## config.mk

```make
export PLATFORM = sky130hd
export DESIGN_NAME = gjmi_ctrl_flat
export DESIGN_NICKNAME = d
export VERILOG_FILES = /design/src/rtl/gjmi_pkg.sv /design/src/rtl/gjmi_if.sv /design/src/rtl/gjmi_ctrl.sv /design/src/flat_wrapper.sv
export SDC_FILE = /design/constraint.sdc
export NUM_CORES = 1
export LEC_CHECK = 0
export ABC_AREA = 1
export BUFFER_PORTS_ARGS = -buffer_cell sky130_fd_sc_hd__buf_2
export CAP_MARGIN = 10
export CORE_UTILIZATION = 45
export DETAILED_ROUTE_END_ITERATION = 10
export GPL_TIMING_DRIVEN = 0
export MAX_ROUTING_LAYER = met4
export PLACE_DENSITY = 0.75
export SLEW_MARGIN = 40
export SYNTH_ARGS = -nofsm -noshare
export SYNTH_HDL_FRONTEND = slang
export SYNTH_SLANG_ARGS = --single-unit
```

## constraint.sdc

```tcl
create_clock -name clk -period 2.24 [get_ports clk]
set_input_delay 0.112 -clock clk [delete_from_list [all_inputs] [get_ports clk]]
set_output_delay 0.112 -clock clk [all_outputs]
set_load 0.005 [all_outputs]
```

## src/rtl/gjmi_pkg.sv

```systemverilog
`default_nettype none
// ---------------------------------------------------------------------------
// gjmi_pkg
// Shared types and constants for the Gauss-Jordan matrix inverse block.
// ---------------------------------------------------------------------------
package gjmi_pkg;

  localparam int DataW = 32;
  localparam logic signed [DataW-1:0] FracOne = 32'sh0001_0000;
  localparam logic signed [63:0] SatMax = 64'sh0000_0000_7FFF_FFFF;
  localparam logic signed [63:0] SatMin = -64'sh0000_0000_8000_0000;

  // datapath operation codes
  typedef enum logic [2:0] {
    OP_NONE,
    OP_IDENT,
    OP_LDPIV,
    OP_DIV,
    OP_SETONE,
    OP_LDCOEF,
    OP_ELIM
  } op_t;

  // status from datapath to controller
  typedef struct packed {
    logic div_busy;
    logic piv_zero;
  } dp_stat_t;

  function automatic logic signed [DataW-1:0] sat32(input logic signed [63:0] v);
    logic signed [DataW-1:0] r;
    if (v > SatMax) r = 32'sh7FFF_FFFF;
    else if (v < SatMin) r = 32'sh8000_0000;
    else r = v[DataW-1:0];
    return r;
  endfunction

endpackage
`default_nettype wire

```

## src/rtl/gjmi_if.sv

```systemverilog
`default_nettype none
// ---------------------------------------------------------------------------
// gjmi_in_if / gjmi_out_if
// Valid/ready channels for matrix elements in and inverse elements out.
// ---------------------------------------------------------------------------
interface gjmi_in_if;
  logic valid;
  logic ready;
  logic signed [31:0] element_value;
  logic last_element;
  modport source (output valid, output element_value, output last_element, input ready);
  modport sink (input valid, input element_value, input last_element, output ready);
endinterface

interface gjmi_out_if;
  logic valid;
  logic ready;
  logic signed [31:0] inverse_value;
  logic singular;
  logic last_result;
  modport source (output valid, output inverse_value, output singular, output last_result,
                  input ready);
  modport sink (input valid, input inverse_value, input singular, input last_result,
                output ready);
endinterface
`default_nettype wire

```

## src/rtl/gjmi_ctrl.sv

```systemverilog
`default_nettype none
// ---------------------------------------------------------------------------
// gjmi_ctrl
// Sequencer: load, identity, forward and backward passes, result output.
// ---------------------------------------------------------------------------
module gjmi_ctrl #(
  parameter int MAX_DIM = 4
) (
  input  wire logic                          clk,
  input  wire logic                          rst_n,
  input  wire logic [2:0]                    cfg_size,
  gjmi_in_if.sink                            in_ch,
  gjmi_out_if.source                         out_ch,
  output logic                               clr,
  output logic                               ld_we,
  output logic [$clog2(MAX_DIM)-1:0]         ld_row,
  output logic [$clog2(MAX_DIM)-1:0]         ld_col,
  output gjmi_pkg::op_t                      op,
  output logic [$clog2(MAX_DIM)-1:0]         piv,
  output logic [$clog2(MAX_DIM)-1:0]         row,
  output logic [$clog2(2*MAX_DIM)-1:0]       col,
  output logic [$clog2(MAX_DIM)-1:0]         rd_row,
  output logic [$clog2(2*MAX_DIM)-1:0]       rd_col,
  input  wire logic signed [31:0]            rd_data,
  input  gjmi_pkg::dp_stat_t                 stat
);
  localparam int RW = $clog2(MAX_DIM);
  localparam int CW = $clog2(2*MAX_DIM);
  localparam int NW = $clog2(MAX_DIM+1);
  localparam int LW = $clog2(MAX_DIM*MAX_DIM+1);

  typedef enum logic [3:0] {
    S_LOAD, S_IDENT, S_FPIV, S_FDIV, S_FWAIT, S_FONE, S_COEF, S_ELIM,
    S_EMIT_RD, S_EMIT
  } state_t;

  state_t        state_r;
  logic [NW-1:0] n_r;
  logic [LW-1:0] cnt_r;
  logic [RW-1:0] piv_r, row_r;
  logic [CW-1:0] col_r;
  logic          bwd_r, sing_r, rd_pend_r;
  logic [NW-1:0] neff;
  logic [RW-1:0] lrow, lcol;
  logic          in_fire;

  always_comb begin
    if (cfg_size == 3'd0) neff = NW'(1);
    else if (32'(cfg_size) > MAX_DIM) neff = NW'(MAX_DIM);
    else neff = NW'(cfg_size);
  end

  assign in_fire = in_ch.valid && in_ch.ready;
  assign in_ch.ready = (state_r == S_LOAD);
  assign clr = in_fire && (cnt_r == '0);
  assign ld_we = in_fire && (32'(cnt_r) < 32'(neff) * 32'(neff));
  assign ld_row = lrow;
  assign ld_col = lcol;

  // row/column of the load position from the count under the size in force
  always_comb begin
    lrow = '0;
    lcol = '0;
    for (int r = 0; r < MAX_DIM; r++)
      for (int c = 0; c < MAX_DIM; c++)
        if (32'(c) < 32'(neff) && 32'(cnt_r) == 32'(r) * 32'(neff) + 32'(c)) begin
          lrow = RW'(r);
          lcol = RW'(c);
        end
  end

  assign piv = piv_r;
  assign row = row_r;
  assign col = col_r;

  always_comb begin
    op = gjmi_pkg::OP_NONE;
    case (state_r)
      S_IDENT: op = gjmi_pkg::OP_IDENT;
      S_FPIV:  op = stat.piv_zero ? gjmi_pkg::OP_NONE : gjmi_pkg::OP_LDPIV;
      S_FDIV:  op = (col_r == CW'(piv_r)) ? gjmi_pkg::OP_NONE : gjmi_pkg::OP_DIV;
      S_FONE:  op = gjmi_pkg::OP_SETONE;
      S_COEF:  op = gjmi_pkg::OP_LDCOEF;
      S_ELIM:  op = gjmi_pkg::OP_ELIM;
      default: op = gjmi_pkg::OP_NONE;
    endcase
  end

  always_ff @(posedge clk) begin
    if (!rst_n) begin
      state_r   <= S_LOAD;
      cnt_r     <= '0;
      n_r       <= NW'(1);
      piv_r     <= '0;
      row_r     <= '0;
      col_r     <= '0;
      bwd_r     <= 1'b0;
      sing_r    <= 1'b0;
      rd_pend_r <= 1'b0;
      rd_row    <= '0;
      rd_col    <= '0;
      out_ch.valid <= 1'b0;
      out_ch.last_result <= 1'b0;
      out_ch.singular <= 1'b0;
      out_ch.inverse_value <= '0;
    end else begin
      case (state_r)
        S_LOAD: begin
          if (in_fire) begin
            if (ld_we) cnt_r <= cnt_r + LW'(1);
            if (in_ch.last_element) begin
              n_r   <= neff;
              state_r <= S_IDENT;
              row_r <= '0;
              col_r <= CW'(neff);
              sing_r <= 1'b0;
            end
          end
        end
        S_IDENT: begin
          if (NW'(row_r) + NW'(1) >= n_r) begin
            state_r <= S_FPIV;
            piv_r <= '0;
            col_r <= '0;
            bwd_r <= 1'b0;
          end else begin
            row_r <= row_r + RW'(1);
            col_r <= col_r + CW'(1);
          end
        end
        S_FPIV: begin
          if (stat.piv_zero) begin
            sing_r <= 1'b1;
            state_r <= S_EMIT_RD;
            rd_row <= '0;
            rd_col <= CW'(n_r);
            row_r <= '0;
            col_r <= '0;
          end else begin
            state_r <= S_FDIV;
            col_r <= '0;
          end
        end
        S_FDIV: begin
          if (col_r != CW'(piv_r)) state_r <= S_FWAIT;
          else if (32'(col_r) + 1 >= 2*32'(n_r)) begin
            state_r <= S_FONE;
            col_r <= CW'(piv_r);
          end else col_r <= col_r + CW'(1);
        end
        S_FWAIT: begin
          if (!stat.div_busy) begin
            if (32'(col_r) + 1 >= 2*32'(n_r)) begin
              state_r <= S_FONE;
              col_r <= CW'(piv_r);
            end else begin
              col_r <= col_r + CW'(1);
              state_r <= S_FDIV;
            end
          end
        end
        S_FONE: begin
          if (NW'(piv_r) + NW'(1) >= n_r) begin
            // forward done: backward pass from last pivot, or straight to output when n is 1
            if (piv_r == '0) begin
              state_r <= S_EMIT_RD;
              rd_row <= '0;
              rd_col <= CW'(n_r);
              row_r <= '0;
              col_r <= '0;
            end else begin
              bwd_r <= 1'b1;
              row_r <= '0;
              col_r <= CW'(piv_r);
              state_r <= S_COEF;
            end
          end else begin
            row_r <= piv_r + RW'(1);
            col_r <= CW'(piv_r);
            state_r <= S_COEF;
          end
        end
        S_COEF: begin
          col_r <= '0;
          state_r <= S_ELIM;
        end
        S_ELIM: begin
          if (32'(col_r) + 1 < 2*32'(n_r)) col_r <= col_r + CW'(1);
          else if (!bwd_r) begin
            if (NW'(row_r) + NW'(1) < n_r) begin
              row_r <= row_r + RW'(1);
              col_r <= CW'(piv_r);
              state_r <= S_COEF;
            end else begin
              piv_r <= piv_r + RW'(1);
              state_r <= S_FPIV;
              col_r <= CW'(piv_r + RW'(1));
            end
          end else begin
            if (row_r + RW'(1) < piv_r) begin
              row_r <= row_r + RW'(1);
              col_r <= CW'(piv_r);
              state_r <= S_COEF;
            end else if (piv_r == RW'(1)) begin
              state_r <= S_EMIT_RD;
              rd_row <= '0;
              rd_col <= CW'(n_r);
              row_r <= '0;
              col_r <= '0;
            end else begin
              piv_r <= piv_r - RW'(1);
              row_r <= '0;
              col_r <= CW'(piv_r - RW'(1));
              state_r <= S_COEF;
            end
          end
        end
        S_EMIT_RD: begin
          // read data is registered and lands the cycle after its address
          if (rd_pend_r && (!out_ch.valid || out_ch.ready)) begin
            rd_pend_r <= 1'b0;
            out_ch.valid <= 1'b1;
            out_ch.inverse_value <= sing_r ? '0 : rd_data;
            out_ch.singular <= sing_r;
            out_ch.last_result <= (NW'(row_r) + NW'(1) >= n_r) &&
                                  (NW'(col_r) + NW'(1) >= n_r);
            state_r <= S_EMIT;
          end else begin
            rd_pend_r <= 1'b1;
            if (out_ch.valid && out_ch.ready) out_ch.valid <= 1'b0;
          end
        end
        S_EMIT: begin
          if (out_ch.ready) begin
            out_ch.valid <= 1'b0;
            if (out_ch.last_result) begin
              state_r <= S_LOAD;
              cnt_r <= '0;
            end else begin
              if (NW'(col_r) + NW'(1) >= n_r) begin
                col_r <= '0;
                row_r <= row_r + RW'(1);
                rd_row <= row_r + RW'(1);
                rd_col <= CW'(n_r);
              end else begin
                col_r <= col_r + CW'(1);
                rd_col <= rd_col + CW'(1);
              end
              state_r <= S_EMIT_RD;
            end
          end
        end
        default: state_r <= S_LOAD;
      endcase
    end
  end

  a_no_ready_busy: assert property (@(posedge clk) disable iff (!rst_n)
    (state_r != S_LOAD) |-> !in_ch.ready) else $error("ready outside load");
  a_out_zero_sing: assert property (@(posedge clk) disable iff (!rst_n)
    (out_ch.valid && out_ch.singular) |-> (out_ch.inverse_value == '0))
    else $error("singular result not zero");
  a_last_to_load: assert property (@(posedge clk) disable iff (!rst_n)
    (out_ch.valid && out_ch.ready && out_ch.last_result) |=> (state_r == S_LOAD))
    else $error("no return to load");
endmodule
`default_nettype wire

```

## src/flat_wrapper.sv

```systemverilog
// flat-port wrapper written by rule: the top's interface ports become plain ports
module gjmi_ctrl_flat 
#(
  parameter int MAX_DIM = 4
)
  (clk, rst_n, cfg_size, clr, ld_we, ld_row, ld_col, op, piv, row, col, rd_row, rd_col, rd_data, stat, in_ch_valid, in_ch_element_value, in_ch_last_element, in_ch_ready, out_ch_valid, out_ch_inverse_value, out_ch_singular, out_ch_last_result, out_ch_ready);
  gjmi_in_if in_ch_i ();
  gjmi_out_if out_ch_i ();
  input  wire logic clk;
  input  wire logic rst_n;
  input  wire logic [2:0] cfg_size;
  output logic clr;
  output logic ld_we;
  output logic [$clog2(MAX_DIM)-1:0] ld_row;
  output logic [$clog2(MAX_DIM)-1:0] ld_col;
  output gjmi_pkg::op_t op;
  output logic [$clog2(MAX_DIM)-1:0] piv;
  output logic [$clog2(MAX_DIM)-1:0] row;
  output logic [$clog2(2*MAX_DIM)-1:0] col;
  output logic [$clog2(MAX_DIM)-1:0] rd_row;
  output logic [$clog2(2*MAX_DIM)-1:0] rd_col;
  input  wire logic signed [31:0] rd_data;
  input  gjmi_pkg::dp_stat_t stat;
  input wire logic [$bits(in_ch_i.valid)-1:0] in_ch_valid;
  input wire logic [$bits(in_ch_i.element_value)-1:0] in_ch_element_value;
  input wire logic [$bits(in_ch_i.last_element)-1:0] in_ch_last_element;
  output wire logic [$bits(in_ch_i.ready)-1:0] in_ch_ready;
  output wire logic [$bits(out_ch_i.valid)-1:0] out_ch_valid;
  output wire logic [$bits(out_ch_i.inverse_value)-1:0] out_ch_inverse_value;
  output wire logic [$bits(out_ch_i.singular)-1:0] out_ch_singular;
  output wire logic [$bits(out_ch_i.last_result)-1:0] out_ch_last_result;
  input wire logic [$bits(out_ch_i.ready)-1:0] out_ch_ready;
  assign in_ch_i.valid = in_ch_valid;
  assign in_ch_i.element_value = in_ch_element_value;
  assign in_ch_i.last_element = in_ch_last_element;
  assign in_ch_ready = in_ch_i.ready;
  assign out_ch_valid = out_ch_i.valid;
  assign out_ch_inverse_value = out_ch_i.inverse_value;
  assign out_ch_singular = out_ch_i.singular;
  assign out_ch_last_result = out_ch_i.last_result;
  assign out_ch_i.ready = out_ch_ready;
  gjmi_ctrl #(.MAX_DIM(MAX_DIM)) u_core (.clk(clk), .rst_n(rst_n), .cfg_size(cfg_size), .in_ch(in_ch_i), .out_ch(out_ch_i), .clr(clr), .ld_we(ld_we), .ld_row(ld_row), .ld_col(ld_col), .op(op), .piv(piv), .row(row), .col(col), .rd_row(rd_row), .rd_col(rd_col), .rd_data(rd_data), .stat(stat));
endmodule
```

==> insert_results.sql <==
INSERT INTO impl_metrics (metric_group, metric, value, unit) VALUES
('timing', 'setup_violations', '0', ''),
('timing', 'final_period_minus_worst_setup_slack', '2223', 'ps'),
('floorplan', 'core_area', '9196', 'µm²'),
('worst_setup_path', 'setup.worst_path.start_class', 'register', ''),
('placed_design', 'finalWeightedCongestion', '0.9377', ''),
('route', 'detailroute.via_count', '4937', ''),
('floorplan', 'num_rows', '35', ''),
('route', 'vias_per_cell', '5.419', ''),
('route', 'drt.antenna.violating_nets', '0', ''),
('power', 'finalPower', '5.731', 'mW'),
('synthesis', 'synth_sequential_area_ratio', '29.23', '%'),
('synthesis', 'proportion_of_synthesized_flip_flops_having_asynchronous_set_or_reset', '0', '%'),
('route', 'violation_count_after_the_first_detailed_route_iteration', '289', ''),
('power', 'power.density', '938.2', 'nW/µm²'),
('synthesis', 'synth_top_area_share', '29.23', '%'),
('power', 'power.switching', '2.684', 'mW'),
('placed_design', 'numPlacedInstances', '840', ''),
('synthesis', 'synthDistinctLibCells', '43', ''),
('placed_design', 'placement.io_buffers', '96', ''),
('floorplan', 'die_w', '99.15', 'µm'),
('timing', 'hold_violations', '0', ''),
('route', 'dr.pass1.iters', '5', ''),
('status', 'outcome', 'complete, no violations', ''),
('synthesis', 'synthesis.area', '4247', 'µm²'),
('worst_setup_path', 'end_kind', 'register', ''),
('route', 'post_drt_wl_per_cell', '14.99', 'µm'),
('timing', 'final.period_utilization', '99.24', '%'),
('global_routing', 'grt_usage', '27.44', '%'),
('synthesis', 'syn_inst', '633', ''),
('timing', 'slew_violations', '0', ''),
('worst_setup_path', 'cpMaxStageDelayCell', 'dfxtp_4', ''),
('synthesis', 'synth_top_cells_by_area', 'dfxtp_1, nand2_1, ha_1', ''),
('worst_setup_path', 'required', '2520', 'ps'),
('worst_hold_path', 'hold_depth', '3', ''),
('timing', 'finalSetupTns', '0', 'ps'),
('power', 'power.share.clock', '16.4', '%'),
('timing', 'finClkSkew', '11.30', 'ps'),
('power', 'cell_internal_pwr', '3.046', 'mW'),
('clocking', 'cts.sink_count', '62', ''),
('clocking', 'clkSlewWorstSetupHoldPaths', '80', 'ps'),
('job', 'timing.max_cap.violations', '0', ''),
('route', 'drt_wl_total', '13660', 'µm'),
('layout', 'fin_cells', '911', ''),
('clocking', 'cts-root-to-sink-buffers', '2', ''),
('route', 'route.detailed.drc', '0', ''),
('synthesis', 'synth-edff-count', '0', ''),
('floorplan', 'initial_utilization', '46.18', '%'),
('worst_setup_path', 'critical_path_peak_fanout', '4', ''),
('global_routing', 'initial_antenna_violation_count', '0', ''),
('worst_setup_path', 'path_cells', 'ha_4 -> xnor2_2 -> inv_2 -> ha_4 -> nand2_4 -> nor2_4 -> nor3_4 -> nand2_4 -> nand3_4 -> nor3_4 -> nand3_2 -> inv_2 -> nand2_1 -> a21oi_2', ''),
('global_routing', 'number_of_global_route_vias_before_repair', '4672', ''),
('timing', 'timing_worst_slew_pin_value', '630.0', 'ps'),
('clocking', 'tritoncts', 'yes', ''),
('power', 'switching_portion_of_total_power', '46.84', '%'),
('clocking', 'clkLatencyLatePin', '350', 'ps'),
('synthesis', 'most_common_flop_cell_mapped_by_yosys', 'dfxtp_1', ''),
('synthesis', 'netlist.top_cell.by_area', 'dfxtp_1', ''),
('layout', 'num_antenna_cells', '0', ''),
('clocking', 'htree_num_levels', '3', ''),
('worst_setup_path', 'setup.worst_path.class', 'register to register', ''),
('timing', 'grt_setup_unrepaired', 'true', ''),
('timing', 'hold_slack', '7.520', 'ps'),
('layout', 'area_growth_syn_to_layout', '43.84', '%'),
('worst_setup_path', 'cpPeakStageDelay', '370', 'ps'),
('global_routing', 'grt_remaining_overflow', '0', ''),
('clocking', 'cts_made_buffers', '9', ''),
('floorplan', 'die-height', '99.15', 'µm'),
('layout', 'fillers', '757', ''),
('clocking', 'clock-root-buffer', 'clkbuf_8', ''),
('power', 'seq_power_share', '24.1', '%'),
('timing', 'fmaxAchievable', '0.4499', 'GHz');
## power by group through the flow
| stage | combinational, mW | clock (mW) | sequential [mW] |
|---|---|---|---|
| 2_1_floorplan | 1.78 | 0 | 1.36 |
| 3_3_place_gp | 2.33 | 0 | 1.39 |
| 3_5_place_dp | 2.39 | 0 | 1.40 |
| 4_1_cts | 2.83 | 0.956 | 1.36 |
| 5_1_grt | 3.73 | 1.01 | 1.40 |
| 6_report | 3.41 | 0.939 | 1.38 |
## cell families after synthesis
group	share of synthesized area, %
AO/OA/AOI/OAI	13.70
flip-flops	29.23
buffers and inverters	8.809
AND/OR/NAND/NOR	34.24
XOR/XNOR	4.302
adder cells (fa/ha/maj)	9.723
## synth_stat cells, types with 8 or more instances
master    instances
nor2_2            8
clkbuf_1         13
nand3_1          42
nand4_1           8
nand2_1         177
ha_1             33
nor3_1           17
nor2_1           41
a21oi_1          63
inv_1            59
dfxtp_1          62
o21ai_0          25
xor2_1           12
inv_2            13
## critical path, delay by kind of cell (launching register included)
kind,cells,cell delay [ps]
AOI/OAI and AO/OA,1,110
xor gates and xnor gates,1,130
adders and majority gates,2,440
buffers and inverters,2,180
DFF,1,370
and+or+nand+nor,8,910
## flip-flops by register name, indices dropped and copies added (netlist names)
| signal | flops |
|---|---|
| u_core.sing_r | 1 |
| u_core.out_ch.last_result | 1 |
| u_core.bwd_r | 1 |
| u_core.out_ch.inverse_value | 32 |
| u_core.out_ch.singular | 1 |
| u_core.cnt_r | 5 |
| u_core.rd_col | 3 |
| u_core.rd_pend_r | 1 |
| u_core.col | 3 |
| u_core.piv | 2 |
| u_core.state_r | 4 |
| u_core.n_r | 3 |
| u_core.out_ch.valid | 1 |
| u_core.row | 2 |
| u_core.rd_row | 2 |
## layout by cell type, fill, tap and decap left out, drive strengths merged, types with 19 or more instances in the layout
master       netlist  final
nand2            181    181
buf                6    135
inv               72     74
a21oi             65     65
dfxtp             62     62
nor2              54     54
nand3             46     46
ha                33     33
o21ai             29     29
dlygate4sd3        0     22
clkbuf            13     22
nor3              19     19
## what timing repair did
action | CTS | global route
hold buffers | 22 | 0
pin swaps | 26 | 54
setup buffers | 10 | 24
setup endpoints to repair | 20 | 20
gates cloned | 0 | 0
gates resized for setup | 64 | 82
hold endpoints to repair | 22 | 0
## area by class of cell
cell class	count	area, µm²	area share, %
Tap cell	111	138.9	2.274
Multi-Input combinational cell	479	3100	50.76
Buffer	19	116.4	1.905
Clock buffer	9	123.9	2.028
Timing Repair Buffer	151	991.0	16.22
Clock inverter	7	55.05	0.9013
Inverter	73	309.0	5.059
Sequential cell	62	1274	20.85
## per-stage QoR
stage               util (%)  area [µm²]  worst slack (ps)
floorplan                  -        4253             30.32
detailed placement     52.98        4872            -626.5
finish                 66.42        6108             17.06
global placement       52.98        4872            -559.9
global route           66.42        6108            -158.5
CTS                    60.97        5607             5.615
## layer usage
| metal | part of all wire (%) | GRT usage, % | vias to the layer above |
|---|---|---|---|
| li1 | - | - | 2403 |
| met1 | 42 | 32.66 | 2291 |
| met2 | 49 | 44.97 | 190 |
| met3 | 5.4 | 5.481 | 53 |
| met4 | 3.7 | 12.44 | 0 |
| met5 | 0 | - | - |
## worst paths after layout
kind / from / end
worst max-delay path: u_core.col[1]$_SDFFE_PN0P_ / u_core.rd_row[0]$_SDFFE_PN0P_
worst min-delay path: rd_data[16] / u_core.out_ch.inverse_value[16]$_SDFFE_PN0P_
worst max register to register: u_core.col[1]$_SDFFE_PN0P_ / u_core.rd_row[0]$_SDFFE_PN0P_
worst min register to register: u_core.out_ch.inverse_value[22]$_SDFFE_PN0P_ / u_core.out_ch.inverse_value[22]$_SDFFE_PN0P_
No activity file was read; power rests on OpenSTA's default activity.
